===== config.mk =====
export PLATFORM = sky130hd
export DESIGN_NAME = triangle_primitive_assembly
export DESIGN_NICKNAME = d
export VERILOG_FILES = /design/src/hw/rtl/tpa_pkg.sv /design/src/hw/rtl/triangle_primitive_assembly.sv
export SDC_FILE = /design/constraint.sdc
export NUM_CORES = 1
export LEC_CHECK = 0
export ABC_AREA = 1
export BUFFER_PORTS_ARGS = -buffer_cell sky130_fd_sc_hd__buf_2
export CAP_MARGIN = 0
export CORE_AREA = 2 2 220 114
export CTS_CLUSTER_SIZE = 14
export DETAILED_ROUTE_END_ITERATION = 16
export DIE_AREA = 0 0 222 116
export PLACE_DENSITY = 0.69
export SLEW_MARGIN = 10
export SYNTH_ARGS = -nofsm -noshare
export SYNTH_HDL_FRONTEND = slang
export SYNTH_SLANG_ARGS = --single-unit

===== constraint.sdc =====
create_clock -name clk -period 13.8 [get_ports clk]
set_input_delay 2.76 -clock clk [delete_from_list [all_inputs] [get_ports clk]]
set_output_delay 2.76 -clock clk [all_outputs]
set_load 0.01 [all_outputs]

===== src/hw/rtl/tpa_pkg.sv =====
// Shared types and codes for the triangle primitive assembly block.
package tpa_pkg;

    // Field widths.
    localparam int INDEX_BITS = 24;
    localparam int COUNT_BITS = 16;

    // Opcodes of an input beat.
    localparam logic [1:0] OP_BEGIN  = 2'd0;
    localparam logic [1:0] OP_VERTEX = 2'd1;
    localparam logic [1:0] OP_END    = 2'd2;

    // Primitive kinds; the other codes are unknown kinds.
    localparam logic [2:0] KIND_LIST  = 3'd0;
    localparam logic [2:0] KIND_STRIP = 3'd1;
    localparam logic [2:0] KIND_FAN   = 3'd2;
    localparam logic [2:0] KIND_LOOP  = 3'd3;

    // Result kinds.
    localparam logic [1:0] RES_TRIANGLE    = 2'd0;
    localparam logic [1:0] RES_LOOP_VERTEX = 2'd1;
    localparam logic [1:0] RES_LOOP_CLOSED = 2'd2;

    // Progress codes within a list, strip or fan.
    localparam logic [COUNT_BITS-1:0] POS_FIRST  = COUNT_BITS'(0);
    localparam logic [COUNT_BITS-1:0] POS_SECOND = COUNT_BITS'(1);
    localparam logic [COUNT_BITS-1:0] POS_EVEN   = COUNT_BITS'(2);
    localparam logic [COUNT_BITS-1:0] POS_ODD    = COUNT_BITS'(3);

    typedef struct packed {
        logic [1:0]            opcode;
        logic [2:0]            prim_kind;
        logic [INDEX_BITS-1:0] vertex_index;
    } item_t;

    typedef struct packed {
        logic [1:0]            result_kind;
        logic [INDEX_BITS-1:0] corner_one;
        logic [INDEX_BITS-1:0] corner_two;
        logic [INDEX_BITS-1:0] corner_three;
        logic [COUNT_BITS-1:0] loop_length;
    } result_t;

endpackage


===== src/hw/rtl/triangle_primitive_assembly.sv =====
// Primitive assembly: turns list, strip, fan and line loop beats into results.
// An accepted beat is held in the input register and its result in the result register.
// One input beat per cycle while result_stall does not hold the output; the input register
// and the result register are the only stages, and each beat is handled in a single pass.
// Reset: rst_n clears all valid flags and the primitive state (list kind,
// zero indices, zero position); payload registers are not reset.
module triangle_primitive_assembly
    import tpa_pkg::*;
(
    input  logic    clk,
    input  logic    rst_n,
    input  logic    item_valid,
    output logic    item_stall,
    input  item_t   item,
    output logic    result_valid,
    input  logic    result_stall,
    output result_t result
);

    // Input stage.
    logic                  in_valid_reg;
    item_t                 in_reg;
    logic                  advance;

    // Primitive state.
    logic [2:0]            kind_reg,   kind_next;
    logic [INDEX_BITS-1:0] center_reg, center_next;
    logic [INDEX_BITS-1:0] older_reg,  older_next;
    logic [INDEX_BITS-1:0] newer_reg,  newer_next;
    logic [COUNT_BITS-1:0] pos_reg,    pos_next;

    // Result stage.
    logic                  out_valid_reg, out_valid_next;
    result_t               out_reg;
    result_t               res;
    logic                  produce;

    logic [INDEX_BITS-1:0] tri_a, tri_b, tri_c;
    logic                  tri_fire;
    logic                  tri_ok;

    // The input beat moves on when the result register is free or being drained.
    assign advance    = in_valid_reg && (!out_valid_reg || !result_stall);
    assign item_stall = in_valid_reg && !advance;

    always_ff @(posedge clk or negedge rst_n)
    begin
        if (!rst_n)
        begin
            in_valid_reg <= 1'b0;
        end
        else if (!item_stall)
        begin
            in_valid_reg <= item_valid;
        end
    end

    always_ff @(posedge clk)
    begin
        if (item_valid && !item_stall)
        begin
            in_reg <= item;
        end
    end

    // A triangle with any two equal corners is dropped.
    assign tri_ok = (tri_a != tri_b) && (tri_b != tri_c) && (tri_a != tri_c);

    // Next primitive state and the result of the beat in the input register.
    always_comb
    begin
        kind_next   = kind_reg;
        center_next = center_reg;
        older_next  = older_reg;
        newer_next  = newer_reg;
        pos_next    = pos_reg;
        tri_a       = older_reg;
        tri_b       = newer_reg;
        tri_c       = in_reg.vertex_index;
        tri_fire    = 1'b0;
        produce     = 1'b0;
        res         = '0;

        case (in_reg.opcode)
            OP_BEGIN:
            begin
                kind_next   = in_reg.prim_kind;
                center_next = '0;
                older_next  = '0;
                newer_next  = '0;
                pos_next    = POS_FIRST;
            end
            OP_VERTEX:
            begin
                case (kind_reg)
                    KIND_LIST:
                    begin
                        if (pos_reg == POS_FIRST)
                        begin
                            older_next = in_reg.vertex_index;
                            pos_next   = POS_SECOND;
                        end
                        else if (pos_reg == POS_SECOND)
                        begin
                            newer_next = in_reg.vertex_index;
                            pos_next   = POS_EVEN;
                        end
                        else
                        begin
                            tri_fire = 1'b1;
                            pos_next = POS_FIRST;
                        end
                    end
                    KIND_STRIP:
                    begin
                        if (pos_reg == POS_FIRST)
                        begin
                            older_next = in_reg.vertex_index;
                            pos_next   = POS_SECOND;
                        end
                        else if (pos_reg == POS_SECOND)
                        begin
                            newer_next = in_reg.vertex_index;
                            pos_next   = POS_EVEN;
                        end
                        else
                        begin
                            // Odd triangles swap their first two corners.
                            if (pos_reg == POS_ODD)
                            begin
                                tri_a = newer_reg;
                                tri_b = older_reg;
                            end
                            tri_fire   = 1'b1;
                            older_next = newer_reg;
                            newer_next = in_reg.vertex_index;
                            pos_next   = (pos_reg == POS_ODD) ? POS_EVEN : POS_ODD;
                        end
                    end
                    KIND_FAN:
                    begin
                        if (pos_reg == POS_FIRST)
                        begin
                            center_next = in_reg.vertex_index;
                            pos_next    = POS_SECOND;
                        end
                        else if (pos_reg == POS_SECOND)
                        begin
                            newer_next = in_reg.vertex_index;
                            pos_next   = POS_EVEN;
                        end
                        else
                        begin
                            tri_a      = center_reg;
                            tri_fire   = 1'b1;
                            newer_next = in_reg.vertex_index;
                            pos_next   = POS_EVEN;
                        end
                    end
                    KIND_LOOP:
                    begin
                        produce         = 1'b1;
                        res.result_kind = RES_LOOP_VERTEX;
                        res.corner_one  = in_reg.vertex_index;
                        // The vertex count saturates at all ones.
                        if (pos_reg != '1)
                        begin
                            pos_next = pos_reg + COUNT_BITS'(1);
                        end
                    end
                    default:
                    begin
                        // Unknown kinds ignore vertices.
                    end
                endcase

                if (tri_fire && tri_ok)
                begin
                    produce          = 1'b1;
                    res.result_kind  = RES_TRIANGLE;
                    res.corner_one   = tri_a;
                    res.corner_two   = tri_b;
                    res.corner_three = tri_c;
                end
            end
            OP_END:
            begin
                if (kind_reg == KIND_LOOP)
                begin
                    produce         = 1'b1;
                    res.result_kind = RES_LOOP_CLOSED;
                    res.loop_length = pos_reg;
                end
                if (kind_reg <= KIND_LOOP)
                begin
                    pos_next = POS_FIRST;
                end
            end
            default:
            begin
                // The unused opcode is ignored.
            end
        endcase
    end

    // Primitive state registers update only when a beat is processed.
    always_ff @(posedge clk or negedge rst_n)
    begin
        if (!rst_n)
        begin
            kind_reg   <= KIND_LIST;
            center_reg <= '0;
            older_reg  <= '0;
            newer_reg  <= '0;
            pos_reg    <= '0;
        end
        else if (advance)
        begin
            kind_reg   <= kind_next;
            center_reg <= center_next;
            older_reg  <= older_next;
            newer_reg  <= newer_next;
            pos_reg    <= pos_next;
        end
    end

    // Result register: loaded by a processed beat, cleared when taken.
    always_comb
    begin
        if (advance)
        begin
            out_valid_next = produce;
        end
        else
        begin
            out_valid_next = out_valid_reg && result_stall;
        end
    end

    always_ff @(posedge clk or negedge rst_n)
    begin
        if (!rst_n)
        begin
            out_valid_reg <= 1'b0;
        end
        else
        begin
            out_valid_reg <= out_valid_next;
        end
    end

    always_ff @(posedge clk)
    begin
        if (advance && produce)
        begin
            out_reg <= res;
        end
    end

    assign result_valid = out_valid_reg;
    assign result       = out_reg;

endmodule


==> metrics.txt, run 1 <==
# TYPE chip_impl_metric gauge
chip_impl_metric{name="core",unit="um2"} 23700
chip_impl_metric{name="post-cts-setup-buffer-count",unit=""} 0
chip_impl_metric{name="synth_edf_count",unit=""} 119
chip_impl_metric{name="clock_insertion_delay_worst_skew",unit="ps"} 520
chip_impl_info{name="synth.top_cells.by_area",value="sky130_fd_sc_hd__edfxtp_1 30%, sky130_fd_sc_hd__dfrtp_1 20%, sky130_fd_sc_hd__nand2_1 15%"} 1
chip_impl_metric{name="routedWlPerCell",unit="um"} 17.4
chip_impl_metric{name="reg2reg_setup_slack",unit="ps"} 8940
chip_impl_metric{name="ys_ff_latch",unit=""} 212
chip_impl_metric{name="yosys.cell_types.count",unit=""} 31
chip_impl_metric{name="synthesis.area",unit="um2"} 11700
chip_impl_metric{name="final.fill_count",unit=""} 2180
chip_impl_metric{name="grt_start_max_net_pins",unit=""} 75
chip_impl_metric{name="final.period_utilization",unit=""} 0.432
chip_impl_metric{name="initial_core_util",unit=""} 0.496
chip_impl_info{name="crit_top_cell",value="sky130_fd_sc_hd__buf_2"} 1
chip_impl_metric{name="clkSinkCount",unit=""} 212
chip_impl_metric{name="worstPathArrival",unit="ps"} 3200
chip_impl_metric{name="via_count",unit=""} 10889
chip_impl_metric{name="die-width",unit="um"} 222
chip_impl_metric{name="post-dp-hpwl",unit="um"} 22900
chip_impl_metric{name="critPathMaxStageDelay",unit="ps"} 150
chip_impl_metric{name="numPortBuffers",unit=""} 124
chip_impl_metric{name="rows",unit=""} 40
chip_impl_metric{name="net-switching-power",unit="mW"} 0.576
chip_impl_info{name="timing.hold.worst.start",value="center_reg[8]$_DFFE_PN0P_"} 1
chip_impl_metric{name="grt_util_all_layers",unit=""} 0.265
chip_impl_metric{name="grt_use_met1",unit=""} 0.409
chip_impl_metric{name="timing.critical_path.required",unit="ps"} 11040
chip_impl_info{name="r2r_start",value="in_reg[28]$_DFFE_PP_"} 1
chip_impl_metric{name="dr_iter_0_viols",unit=""} 1374
chip_impl_metric{name="cts-htree-levels",unit=""} 1
chip_impl_info{name="path_cells",value="buf_2 > nand2_1 > nor2_1 > buf_2"} 1
chip_impl_metric{name="slew_headroom",unit=""} 0.243
chip_impl_info{name="gr-max-usage-layer",value="met1"} 1
chip_impl_metric{name="vertical_die_dimension",unit="um"} 116
chip_impl_metric{name="synth_seq_area_share",unit=""} 0.503
chip_impl_metric{name="syn_nets",unit=""} 1577
chip_impl_metric{name="cts-hold-fix-buffers",unit=""} 0
chip_impl_metric{name="layout-area-overhead-vs-synth",unit="%"} 13.2
chip_impl_metric{name="tightestPinTransition",unit="ps"} 1140
chip_impl_info{name="cts-root-buf",value="sky130_fd_sc_hd__clkbuf_16"} 1
chip_impl_metric{name="fraction_of_synthesis_flops_using_an_asynchronous_set_or_reset_pin",unit=""} 0.439
chip_impl_metric{name="number_of_antenna_violations_at_the_first_check_in_global_routing",unit=""} 0
chip_impl_metric{name="critPathMaxFanout",unit=""} 4
chip_impl_info{name="run_status",value="complete, but fails checks"} 1
chip_impl_metric{name="timing.final.hold_violations",unit=""} 0
chip_impl_metric{name="antenna_cells_inserted",unit=""} 0
chip_impl_metric{name="grt.overflow.total",unit=""} 0
chip_impl_info{name="crit-reg2reg-capture",value="result[34]$_SDFFCE_PN0P_"} 1
chip_impl_metric{name="total_nets_final",unit=""} 1672
chip_impl_metric{name="minimum_period_implied_by_the_final_worst_setup_slack",unit="ps"} 5960
chip_impl_metric{name="cts_buffer_depth",unit=""} 3
chip_impl_metric{name="antenna_violating_nets_post_route",unit=""} 0
chip_impl_metric{name="largest_register_ffs",unit=""} 90
chip_impl_metric{name="power.switching_fraction",unit=""} 0.325
chip_impl_metric{name="holdPathStages",unit=""} 2
chip_impl_info{name="hold-path-endpoint",value="center_reg[8]$_DFFE_PN0P_"} 1
chip_impl_metric{name="placed_cells_incl_taps",unit=""} 1925
chip_impl_metric{name="worst_setup_hold_path_clk_slew",unit="ps"} 60
chip_impl_metric{name="stdcell_count",unit=""} 1962
chip_impl_metric{name="maxClockFrequency",unit="MHz"} 168
chip_impl_metric{name="drt-total-wl",unit="um"} 34200
chip_impl_metric{name="worst-r2r-cell-count",unit=""} 18
chip_impl_info{name="hold_path_class",value="reg2reg"} 1
chip_impl_metric{name="synthDominantCellAreaShare",unit=""} 0.304
chip_impl_info{name="failed_checks",value="DRC"} 1
chip_impl_metric{name="timing.clock.skew",unit="ps"} 11.5
chip_impl_metric{name="cts_repair_resize_count",unit=""} 0
chip_impl_metric{name="layout_cells_sized_above_1",unit=""} 0.118
chip_impl_metric{name="gr-usage-met2",unit=""} 0.370
chip_impl_metric{name="worst_ir_drop_vdd",unit="uV"} 77.4
chip_impl_metric{name="grt_pass1_vias",unit=""} 9824
chip_impl_metric{name="share_clk_of_total_power",unit=""} 0.336
chip_impl_metric{name="drt_pre_antenna_iters",unit=""} 12
chip_impl_metric{name="tritoncts.num_buffers",unit=""} 21
chip_impl_metric{name="tns",unit="ps"} 0
chip_impl_metric{name="total_design_power",unit="mW"} 1.77
chip_impl_metric{name="grt_use_met3",unit=""} 0.0611
chip_impl_info{name="ys.flop_type",value="sky130_fd_sc_hd__edfxtp_1"} 1
chip_impl_metric{name="p_leak",unit="nW"} 6.13
chip_impl_metric{name="floorplan.die_area",unit="um2"} 25800
chip_impl_info{name="timing.critical_path.slowest_stage_cell",value="sky130_fd_sc_hd__buf_2"} 1
chip_impl_info{name="cp-end-kind",value="output port"} 1
chip_impl_metric{name="cell_internal_pwr",unit="mW"} 1.20
chip_impl_metric{name="yosysWarningCount",unit=""} 0
chip_impl_metric{name="netlist_instances",unit=""} 1538
chip_impl_metric{name="power.sequential.fraction",unit=""} 0.433
chip_impl_metric{name="cap_viol_max_count",unit=""} 0
chip_impl_metric{name="combPwrFrac",unit=""} 0.231
chip_impl_metric{name="route.detailed.drc",unit=""} 1
chip_impl_metric{name="power-per-cell-area",unit="nW/um2"} 134
chip_impl_metric{name="setup-violations-final",unit=""} 0
chip_impl_metric{name="routed_via_density",unit=""} 5.55
chip_impl_metric{name="synth_area_per_cell",unit="um2"} 7.63
chip_impl_metric{name="place_congestion",unit=""} 0.947
chip_impl_metric{name="grt_pass1_wl",unit="um"} 53200
chip_impl_info{name="tritoncts_clock_tree",value="done"} 1
chip_impl_info{name="setup_repair_after_global_routing_missed_its_margin",value="no"} 1
chip_impl_metric{name="number_of_pins_exceeding_their_max_slew_limit_in_the_final_report",unit=""} 0
chip_impl_info{name="post-synth-top-area-cell",value="sky130_fd_sc_hd__edfxtp_1"} 1
chip_impl_metric{name="design.portCount",unit=""} 125
chip_impl_info{name="critPathLaunchType",value="input pin"} 1
chip_impl_info{name="worst-setup-path-type",value="in2out"} 1
## stage by stage
step | setup slack (ps) | hold WS, ps | util | area [um2]
6_report | 7840 | 487 | 0.561 | 13300
4_1_cts | 7820 | 488 | 0.561 | 13300
3_5_place_dp | 7820 | 473 | 0.532 | 12600
3_3_place_gp | 7840 | 465 | 0.532 | 12600
2_1_floorplan | 8000 | 444 | - | 11700
5_1_grt | 7730 | 505 | 0.561 | 13300
## worst max-delay path: cells and delay by family
| kind | cells | cell delay, ps |
|---|---|---|
| buf+inv | 2 | 220 |
| simple gates | 2 | 220 |
## synthesized netlist by cell type, drive strengths merged, types with 2 or more instances
master,n
a21oi,49
a311oi,24
and2,2
buf,27
clkbuf,42
clkinv,2
dfrtp,93
edfxtp,119
ha,6
inv,165
nand2,457
nand3,185
nand3b,7
nand4,31
nor2,229
nor3,6
o21ai,55
o22ai,29
xor2,5
## final cells by class
cell class / count / area, um2 / share of cell area
timing repair buffer: 141 / 751 / 0.0565
inverter: 167 / 629 / 0.0474
tap: 315 / 394 / 0.0297
clock buffer: 27 / 568 / 0.0428
multi-input combinational: 1090 / 4920 / 0.370
sequential: 212 / 5900 / 0.444
clock inverter: 10 / 126 / 0.00951
## worst max path at each step
| stage | from | end | slack [ps] |
|---|---|---|---|
| 5_1_grt | result_stall | item_stall | 7730 |
| 6_report | result_stall | item_stall | 7840 |
| 3_5_place_dp | result_stall | item_stall | 7820 |
| 2_1_floorplan | result_stall | item_stall | 8000 |
| 4_1_cts | result_stall | item_stall | 7820 |
| 3_3_place_gp | result_stall | item_stall | 7840 |
## per-layer routing
| layer | part of all wire | wire length [um] |
|---|---|---|
| met4 | 0.018 | 619 |
| met5 | 0 | 0 |
| met1 | 0.47 | 16100 |
| met2 | 0.39 | 13400 |
| met3 | 0.12 | 3960 |
## power by group through the flow
stage               logic (mW)  clock network [mW]  registers (mW)
floorplan                0.302                   0           0.770
detailed placement       0.400                   0           0.778
CTS                      0.401               0.602           0.766
global placement         0.391                   0           0.777
global route             0.463               0.627           0.775
finish                   0.410               0.596           0.768
## logic make-up (layout without fill, tap and decap cells)
kind of cell / after synthesis / after routing / share of synthesized area
adder cells (fa/ha/maj): 6 / 6 / 0.00640
flip-flops: 212 / 212 / 0.503
buffers and inverters: 236 / 345 / 0.0799
XOR/XNOR: 5 / 5 / 0.00373
multiplexers: 1 / 1 / 0.000959
AND/OR/NAND/NOR: 917 / 917 / 0.326
AO/OA/AOI/OAI: 161 / 161 / 0.0805
## cell usage in the layout, fill, tap and decap left out, types with 2 or more instances in the layout
cell type,count
sky130_fd_sc_hd__nand2_1,454
sky130_fd_sc_hd__nor2_1,226
sky130_fd_sc_hd__nand3_1,182
sky130_fd_sc_hd__inv_1,156
sky130_fd_sc_hd__buf_2,123
sky130_fd_sc_hd__edfxtp_1,119
sky130_fd_sc_hd__dfrtp_1,93
sky130_fd_sc_hd__o21ai_0,54
sky130_fd_sc_hd__a21oi_1,49
sky130_fd_sc_hd__nand4_1,30
sky130_fd_sc_hd__o22ai_1,29
sky130_fd_sc_hd__a311oi_1,24
sky130_fd_sc_hd__clkbuf_16,21
sky130_fd_sc_hd__buf_4,18
sky130_fd_sc_hd__inv_2,8
sky130_fd_sc_hd__nand3b_1,7
sky130_fd_sc_hd__nor3_1,6
sky130_fd_sc_hd__xor2_1,5
sky130_fd_sc_hd__ha_1,5
sky130_fd_sc_hd__clkinv_2,5
sky130_fd_sc_hd__clkbuf_1,4
sky130_fd_sc_hd__nand3_2,3
sky130_fd_sc_hd__nor2_2,3
sky130_fd_sc_hd__clkinv_1,3
sky130_fd_sc_hd__nand2_2,3
sky130_fd_sc_hd__bufinv_16,3
sky130_fd_sc_hd__and2_1,2
sky130_fd_sc_hd__clkbuf_8,2
(Power assumes the default switching activity.)
==> run 2: changes to the inputs <==
--- a/config.mk
+++ b/config.mk
@@ -5,13 +5,13 @@
 export SDC_FILE = /design/constraint.sdc
 export NUM_CORES = 1
 export LEC_CHECK = 0
-export ABC_AREA = 1
+export ABC_AREA = 0
 export BUFFER_PORTS_ARGS = -buffer_cell sky130_fd_sc_hd__buf_2
 export CAP_MARGIN = 0
-export CORE_AREA = 2 2 220 114
+export CORE_AREA = 2 2 221 114
 export CTS_CLUSTER_SIZE = 14
 export DETAILED_ROUTE_END_ITERATION = 16
-export DIE_AREA = 0 0 222 116
+export DIE_AREA = 0 0 223 116
 export PLACE_DENSITY = 0.69
 export SLEW_MARGIN = 10
 export SYNTH_ARGS = -nofsm -noshare
==> constraint.sdc (replaced) <==
create_clock -name clk -period 5.6 [get_ports clk]
set_input_delay 1.12 -clock clk [delete_from_list [all_inputs] [get_ports clk]]
set_output_delay 1.12 -clock clk [all_outputs]
set_load 0.01 [all_outputs]
==> run 2 against run 1 <==
Net effect:
- the run now ends clean
- first-iteration DRC count fell by 0.95%
- critical endpoint is now result[81]$_SDFFCE_PN0P_
- sequential share of layout area barely moved
- power rose to 2.6 times the previous value
- non-clock buffer count rose by 12
- area after synthesis rose by 0.72%
- largest power group unchanged
- clock power rose by 130%
- global-route usage rose by 11 points
- clock skew rose by 6.8 ps
- clock-buffer cell count rose by 5
- wire length rose by 40%
- highest routed layer unchanged
==> metrics.txt, run 2 <==
# TYPE chip_impl_metric gauge
chip_impl_metric{name="finalInstanceArea",unit="um2"} 13300
chip_impl_metric{name="synth-xor-area-share",unit=""} 0.0400
chip_impl_metric{name="synth_area_per_cell",unit="um2"} 9.30
chip_impl_metric{name="hold_ws",unit="ps"} 478
chip_impl_metric{name="antenna_violating_nets_post_route",unit=""} 0
chip_impl_metric{name="drt-total-wl",unit="um"} 47900
chip_impl_metric{name="synthesis.area",unit="um2"} 11800
chip_impl_metric{name="cts-htree-levels",unit=""} 1
chip_impl_metric{name="route.detailed.drc",unit=""} 0
chip_impl_metric{name="core",unit="um2"} 23800
chip_impl_metric{name="tns",unit="ps"} 0
chip_impl_metric{name="layout_cells_sized_above_1",unit=""} 0.155
chip_impl_info{name="timing.hold.worst.start",value="in_reg[25]$_DFFE_PP_"} 1
chip_impl_metric{name="tritoncts.num_buffers",unit=""} 20
chip_impl_metric{name="grt_pass1_wl",unit="um"} 69400
chip_impl_metric{name="syn_nets",unit=""} 1310
chip_impl_info{name="post-synth-top-area-cell",value="sky130_fd_sc_hd__edfxtp_1"} 1
chip_impl_metric{name="cts-hold-fix-buffers",unit=""} 0
chip_impl_metric{name="final.period_utilization",unit=""} 0.923
chip_impl_metric{name="critPathMaxFanout",unit=""} 35
chip_impl_info{name="most-common-layout-cells",value="182 x sky130_fd_sc_hd__nand2_1, 123 x sky130_fd_sc_hd__buf_2, 119 x sky130_fd_sc_hd__edfxtp_1, 106 x sky130_fd_sc_hd__o21ai_0, 93 x sky130_fd_sc_hd__dfrtp_1"} 1
chip_impl_info{name="critPathLaunchType",value="register"} 1
chip_impl_metric{name="clock_insertion_delay_worst_skew",unit="ps"} 530
chip_impl_info{name="tritoncts_clock_tree",value="done"} 1
chip_impl_metric{name="cts_buffer_depth",unit=""} 3
chip_impl_metric{name="worstPathArrival",unit="ps"} 5440
chip_impl_metric{name="timing.final.hold_violations",unit=""} 0
chip_impl_info{name="run_status",value="finished, final reports clean"} 1
chip_impl_metric{name="muxShareOfSynthArea",unit=""} 0.0302
chip_impl_metric{name="synthDominantCellAreaShare",unit=""} 0.302
chip_impl_metric{name="minimum_period_implied_by_the_final_worst_setup_slack",unit="ps"} 5170
chip_impl_metric{name="worst-r2r-cell-count",unit=""} 12
chip_impl_info{name="hold_path_class",value="reg2reg"} 1
chip_impl_metric{name="cts_repair_resize_count",unit=""} 0
chip_impl_info{name="synthMostInstantiatedCell",value="sky130_fd_sc_hd__nand2_1"} 1
chip_impl_metric{name="routed_via_density",unit=""} 6.54
chip_impl_info{name="cts-root-buf",value="sky130_fd_sc_hd__clkbuf_16"} 1
chip_impl_metric{name="clkSinkCount",unit=""} 212
chip_impl_metric{name="postPlaceCellArea",unit="um2"} 12600
chip_impl_metric{name="post-cts-setup-buffer-count",unit=""} 0
chip_impl_metric{name="grt_pass1_vias",unit=""} 10156
chip_impl_metric{name="synth_edf_count",unit=""} 119
chip_impl_metric{name="initial_core_util",unit=""} 0.497
chip_impl_metric{name="grt.overflow.total",unit=""} 0
chip_impl_metric{name="slew_headroom",unit=""} 0.218
chip_impl_metric{name="number_of_pins_exceeding_their_max_slew_limit_in_the_final_report",unit=""} 0
chip_impl_metric{name="layout-area-overhead-vs-synth",unit="%"} 12.3
chip_impl_metric{name="post-dp-hpwl",unit="um"} 34400
chip_impl_metric{name="design.portCount",unit=""} 125
chip_impl_info{name="r2r_start",value="pos_reg[0]$_DFFE_PN0P_"} 1
chip_impl_info{name="final_common_cell",value="sky130_fd_sc_hd__nand2_1"} 1
chip_impl_info{name="synth_top_family_by_area",value="simple AND/OR/NAND/NOR gates"} 1
chip_impl_metric{name="floorplan.die_area",unit="um2"} 25900
chip_impl_metric{name="synth_compound_area_frac",unit=""} 0.181
chip_impl_info{name="worst-setup-path-type",value="reg2reg"} 1
chip_impl_metric{name="tightestPinTransition",unit="ps"} 1170
chip_impl_metric{name="routedWlPerCell",unit="um"} 29.0
chip_impl_metric{name="place_congestion",unit=""} 0.982
chip_impl_metric{name="antenna_cells_inserted",unit=""} 0
chip_impl_info{name="synth_common_cells",value="184 x sky130_fd_sc_hd__nand2_1, 119 x sky130_fd_sc_hd__edfxtp_1, 106 x sky130_fd_sc_hd__o21ai_0, 98 x sky130_fd_sc_hd__clkbuf_1, 93 x sky130_fd_sc_hd__dfrtp_1"} 1
chip_impl_metric{name="setup-violations-final",unit=""} 0
chip_impl_metric{name="rows",unit=""} 40
chip_impl_info{name="synth.top_cells.by_area",value="sky130_fd_sc_hd__edfxtp_1 30%, sky130_fd_sc_hd__dfrtp_1 20%, sky130_fd_sc_hd__nand2_1 5.8%"} 1
chip_impl_metric{name="largest_register_ffs",unit=""} 90
chip_impl_metric{name="number_of_antenna_violations_at_the_first_check_in_global_routing",unit=""} 0
chip_impl_info{name="hold-path-endpoint",value="kind_reg[1]$_DFFE_PN0P_"} 1
chip_impl_metric{name="worst_ir_drop_vdd",unit="uV"} 291
chip_impl_metric{name="netlist_instances",unit=""} 1271
chip_impl_metric{name="power-per-cell-area",unit="nW/um2"} 343
chip_impl_metric{name="grt_start_max_net_pins",unit=""} 66
chip_impl_metric{name="timing.clock.skew",unit="ps"} 18.3
chip_impl_metric{name="numPortBuffers",unit=""} 124
chip_impl_info{name="crit-reg2reg-capture",value="result[81]$_SDFFCE_PN0P_"} 1
chip_impl_metric{name="cap_viol_max_count",unit=""} 0
chip_impl_metric{name="die-width",unit="um"} 223
chip_impl_metric{name="fraction_of_synthesis_flops_using_an_asynchronous_set_or_reset_pin",unit=""} 0.439
chip_impl_metric{name="timing.critical_path.required",unit="ps"} 5870
chip_impl_metric{name="drt_pre_antenna_iters",unit=""} 6
chip_impl_metric{name="dr_iter_0_viols",unit=""} 1361
chip_impl_metric{name="total_nets_final",unit=""} 1362
chip_impl_metric{name="synth_seq_area_share",unit=""} 0.499
chip_impl_metric{name="vertical_die_dimension",unit="um"} 116
chip_impl_metric{name="synth_adder_area_share",unit=""} 0.00635
chip_impl_metric{name="worst_setup_hold_path_clk_slew",unit="ps"} 80
chip_impl_info{name="ys.flop_type",value="sky130_fd_sc_hd__edfxtp_1"} 1
chip_impl_info{name="setup_repair_after_global_routing_missed_its_margin",value="no"} 1
chip_impl_metric{name="p_leak",unit="nW"} 4.97
chip_impl_metric{name="via_count",unit=""} 10811
chip_impl_metric{name="yosysWarningCount",unit=""} 0
chip_impl_metric{name="final.fill_count",unit=""} 2094
chip_impl_metric{name="grt_util_all_layers",unit=""} 0.373
chip_impl_metric{name="yosys.cell_types.count",unit=""} 70
chip_impl_metric{name="ys_ff_latch",unit=""} 212
chip_impl_metric{name="reg2reg_setup_slack",unit="ps"} 430
chip_impl_metric{name="simple_gate_portion_of_the_synthesized_area",unit=""} 0.182
chip_impl_metric{name="holdPathStages",unit=""} 1
chip_impl_metric{name="maxClockFrequency",unit="MHz"} 193
chip_impl_info{name="cp-end-kind",value="register"} 1
-- run 2: cell types whose count changed in the layout (fill, tap and decap cells not counted), moves of 17 or more --
cell and delta:
sky130_fd_sc_hd__o31ai_1 +27, sky130_fd_sc_hd__nand2_1 -272, sky130_fd_sc_hd__inv_1 -97, sky130_fd_sc_hd__o21ai_0 +52
sky130_fd_sc_hd__nor2_1 -155, sky130_fd_sc_hd__nand2b_1 +18, sky130_fd_sc_hd__and3_1 +32, sky130_fd_sc_hd__xnor2_1 +30
sky130_fd_sc_hd__nand3_1 -137, sky130_fd_sc_hd__a311oi_1 -17, sky130_fd_sc_hd__mux2i_1 +30, sky130_fd_sc_hd__xor2_1 +19
-- run 2: layer usage --
metal / global-route usage / up-vias / part of all wire
li1: - / 4668 / -
met1: 0.541 / 5336 / 0.44
met2: 0.556 / 719 / 0.42
met3: 0.0989 / 88 / 0.12
met4: 0.0904 / 0 / 0.024
met5: 0 / - / 0
-- run 2: worst max path at each step --
| stage | startpoint | end | slack [ps] | cells after the start |
|---|---|---|---|---|
| 3_3_place_gp | pos_reg[0]$_DFFE_PN0P_ | result[35]$_SDFFCE_PN0P_ | 750 | 12 |
| 3_5_place_dp | pos_reg[0]$_DFFE_PN0P_ | result[81]$_SDFFCE_PN0P_ | 650 | 12 |
| 2_1_floorplan | pos_reg[0]$_DFFE_PN0P_ | result[0]$_SDFFCE_PN0P_ | 560 | 14 |
| 4_1_cts | pos_reg[0]$_DFFE_PN0P_ | result[32]$_SDFFCE_PN0P_ | 660 | 12 |
| 6_report | pos_reg[0]$_DFFE_PN0P_ | result[81]$_SDFFCE_PN0P_ | 430 | 12 |
| 5_1_grt | pos_reg[0]$_DFFE_PN0P_ | result[67]$_SDFFCE_PN0P_ | 380 | 14 |
-- run 2: layout make-up --
class	count	area, um2	share of cell area
well taps	315	394	0.0297
clock buffers	32	597	0.0449
inverters	59	221	0.0167
flip-flops and latches	212	5900	0.444
multi-input cells	877	5230	0.394
repair buffers	153	891	0.0671
clock inverters	4	48.8	0.00367
-- run 2: critical path, cell delays in order (launching register included) --
cell and delay, ps:
sky130_fd_sc_hd__dfrtp_1 440, sky130_fd_sc_hd__inv_1 70, sky130_fd_sc_hd__ha_1 250, sky130_fd_sc_hd__or2_2 380, sky130_fd_sc_hd__a21oi_2 930, sky130_fd_sc_hd__nor2_1 470, sky130_fd_sc_hd__a32o_1 430, sky130_fd_sc_hd__nor4_1 600
sky130_fd_sc_hd__nand4_1 190, sky130_fd_sc_hd__or4_4 550, sky130_fd_sc_hd__nand2_2 180, sky130_fd_sc_hd__buf_12 220, sky130_fd_sc_hd__o21ai_0 150
-- run 2: power breakdown --
group          total [mW]  internal (mW)  switching (mW)  leakage (nW)
registers            2.08           1.78           0.306          2.30
clock network        1.40          0.779           0.623         0.312
logic                1.07          0.373           0.696          2.36
total                4.55           2.93            1.62          4.97
-- run 2: per-stage QoR --
step                cells  total power [mW]  utilization  setup WS [ps]
floorplan            1271              2.64            -            563
global placement     1616              3.12        0.531            746
detailed placement   1616              3.13        0.531            647
CTS                  1652              4.51        0.559            655
global route         1652              4.70        0.559            376
finish               1652              4.55        0.559            431
-- run 2: kinds of logic after synthesis --
| kind of cell | count (synthesis) |
|---|---|
| fa+ha+maj | 6 |
| xor+xnor | 54 |
| mux | 35 |
| simple gates | 446 |
| buf+inv | 182 |
| compound gates | 336 |
| flops | 212 |
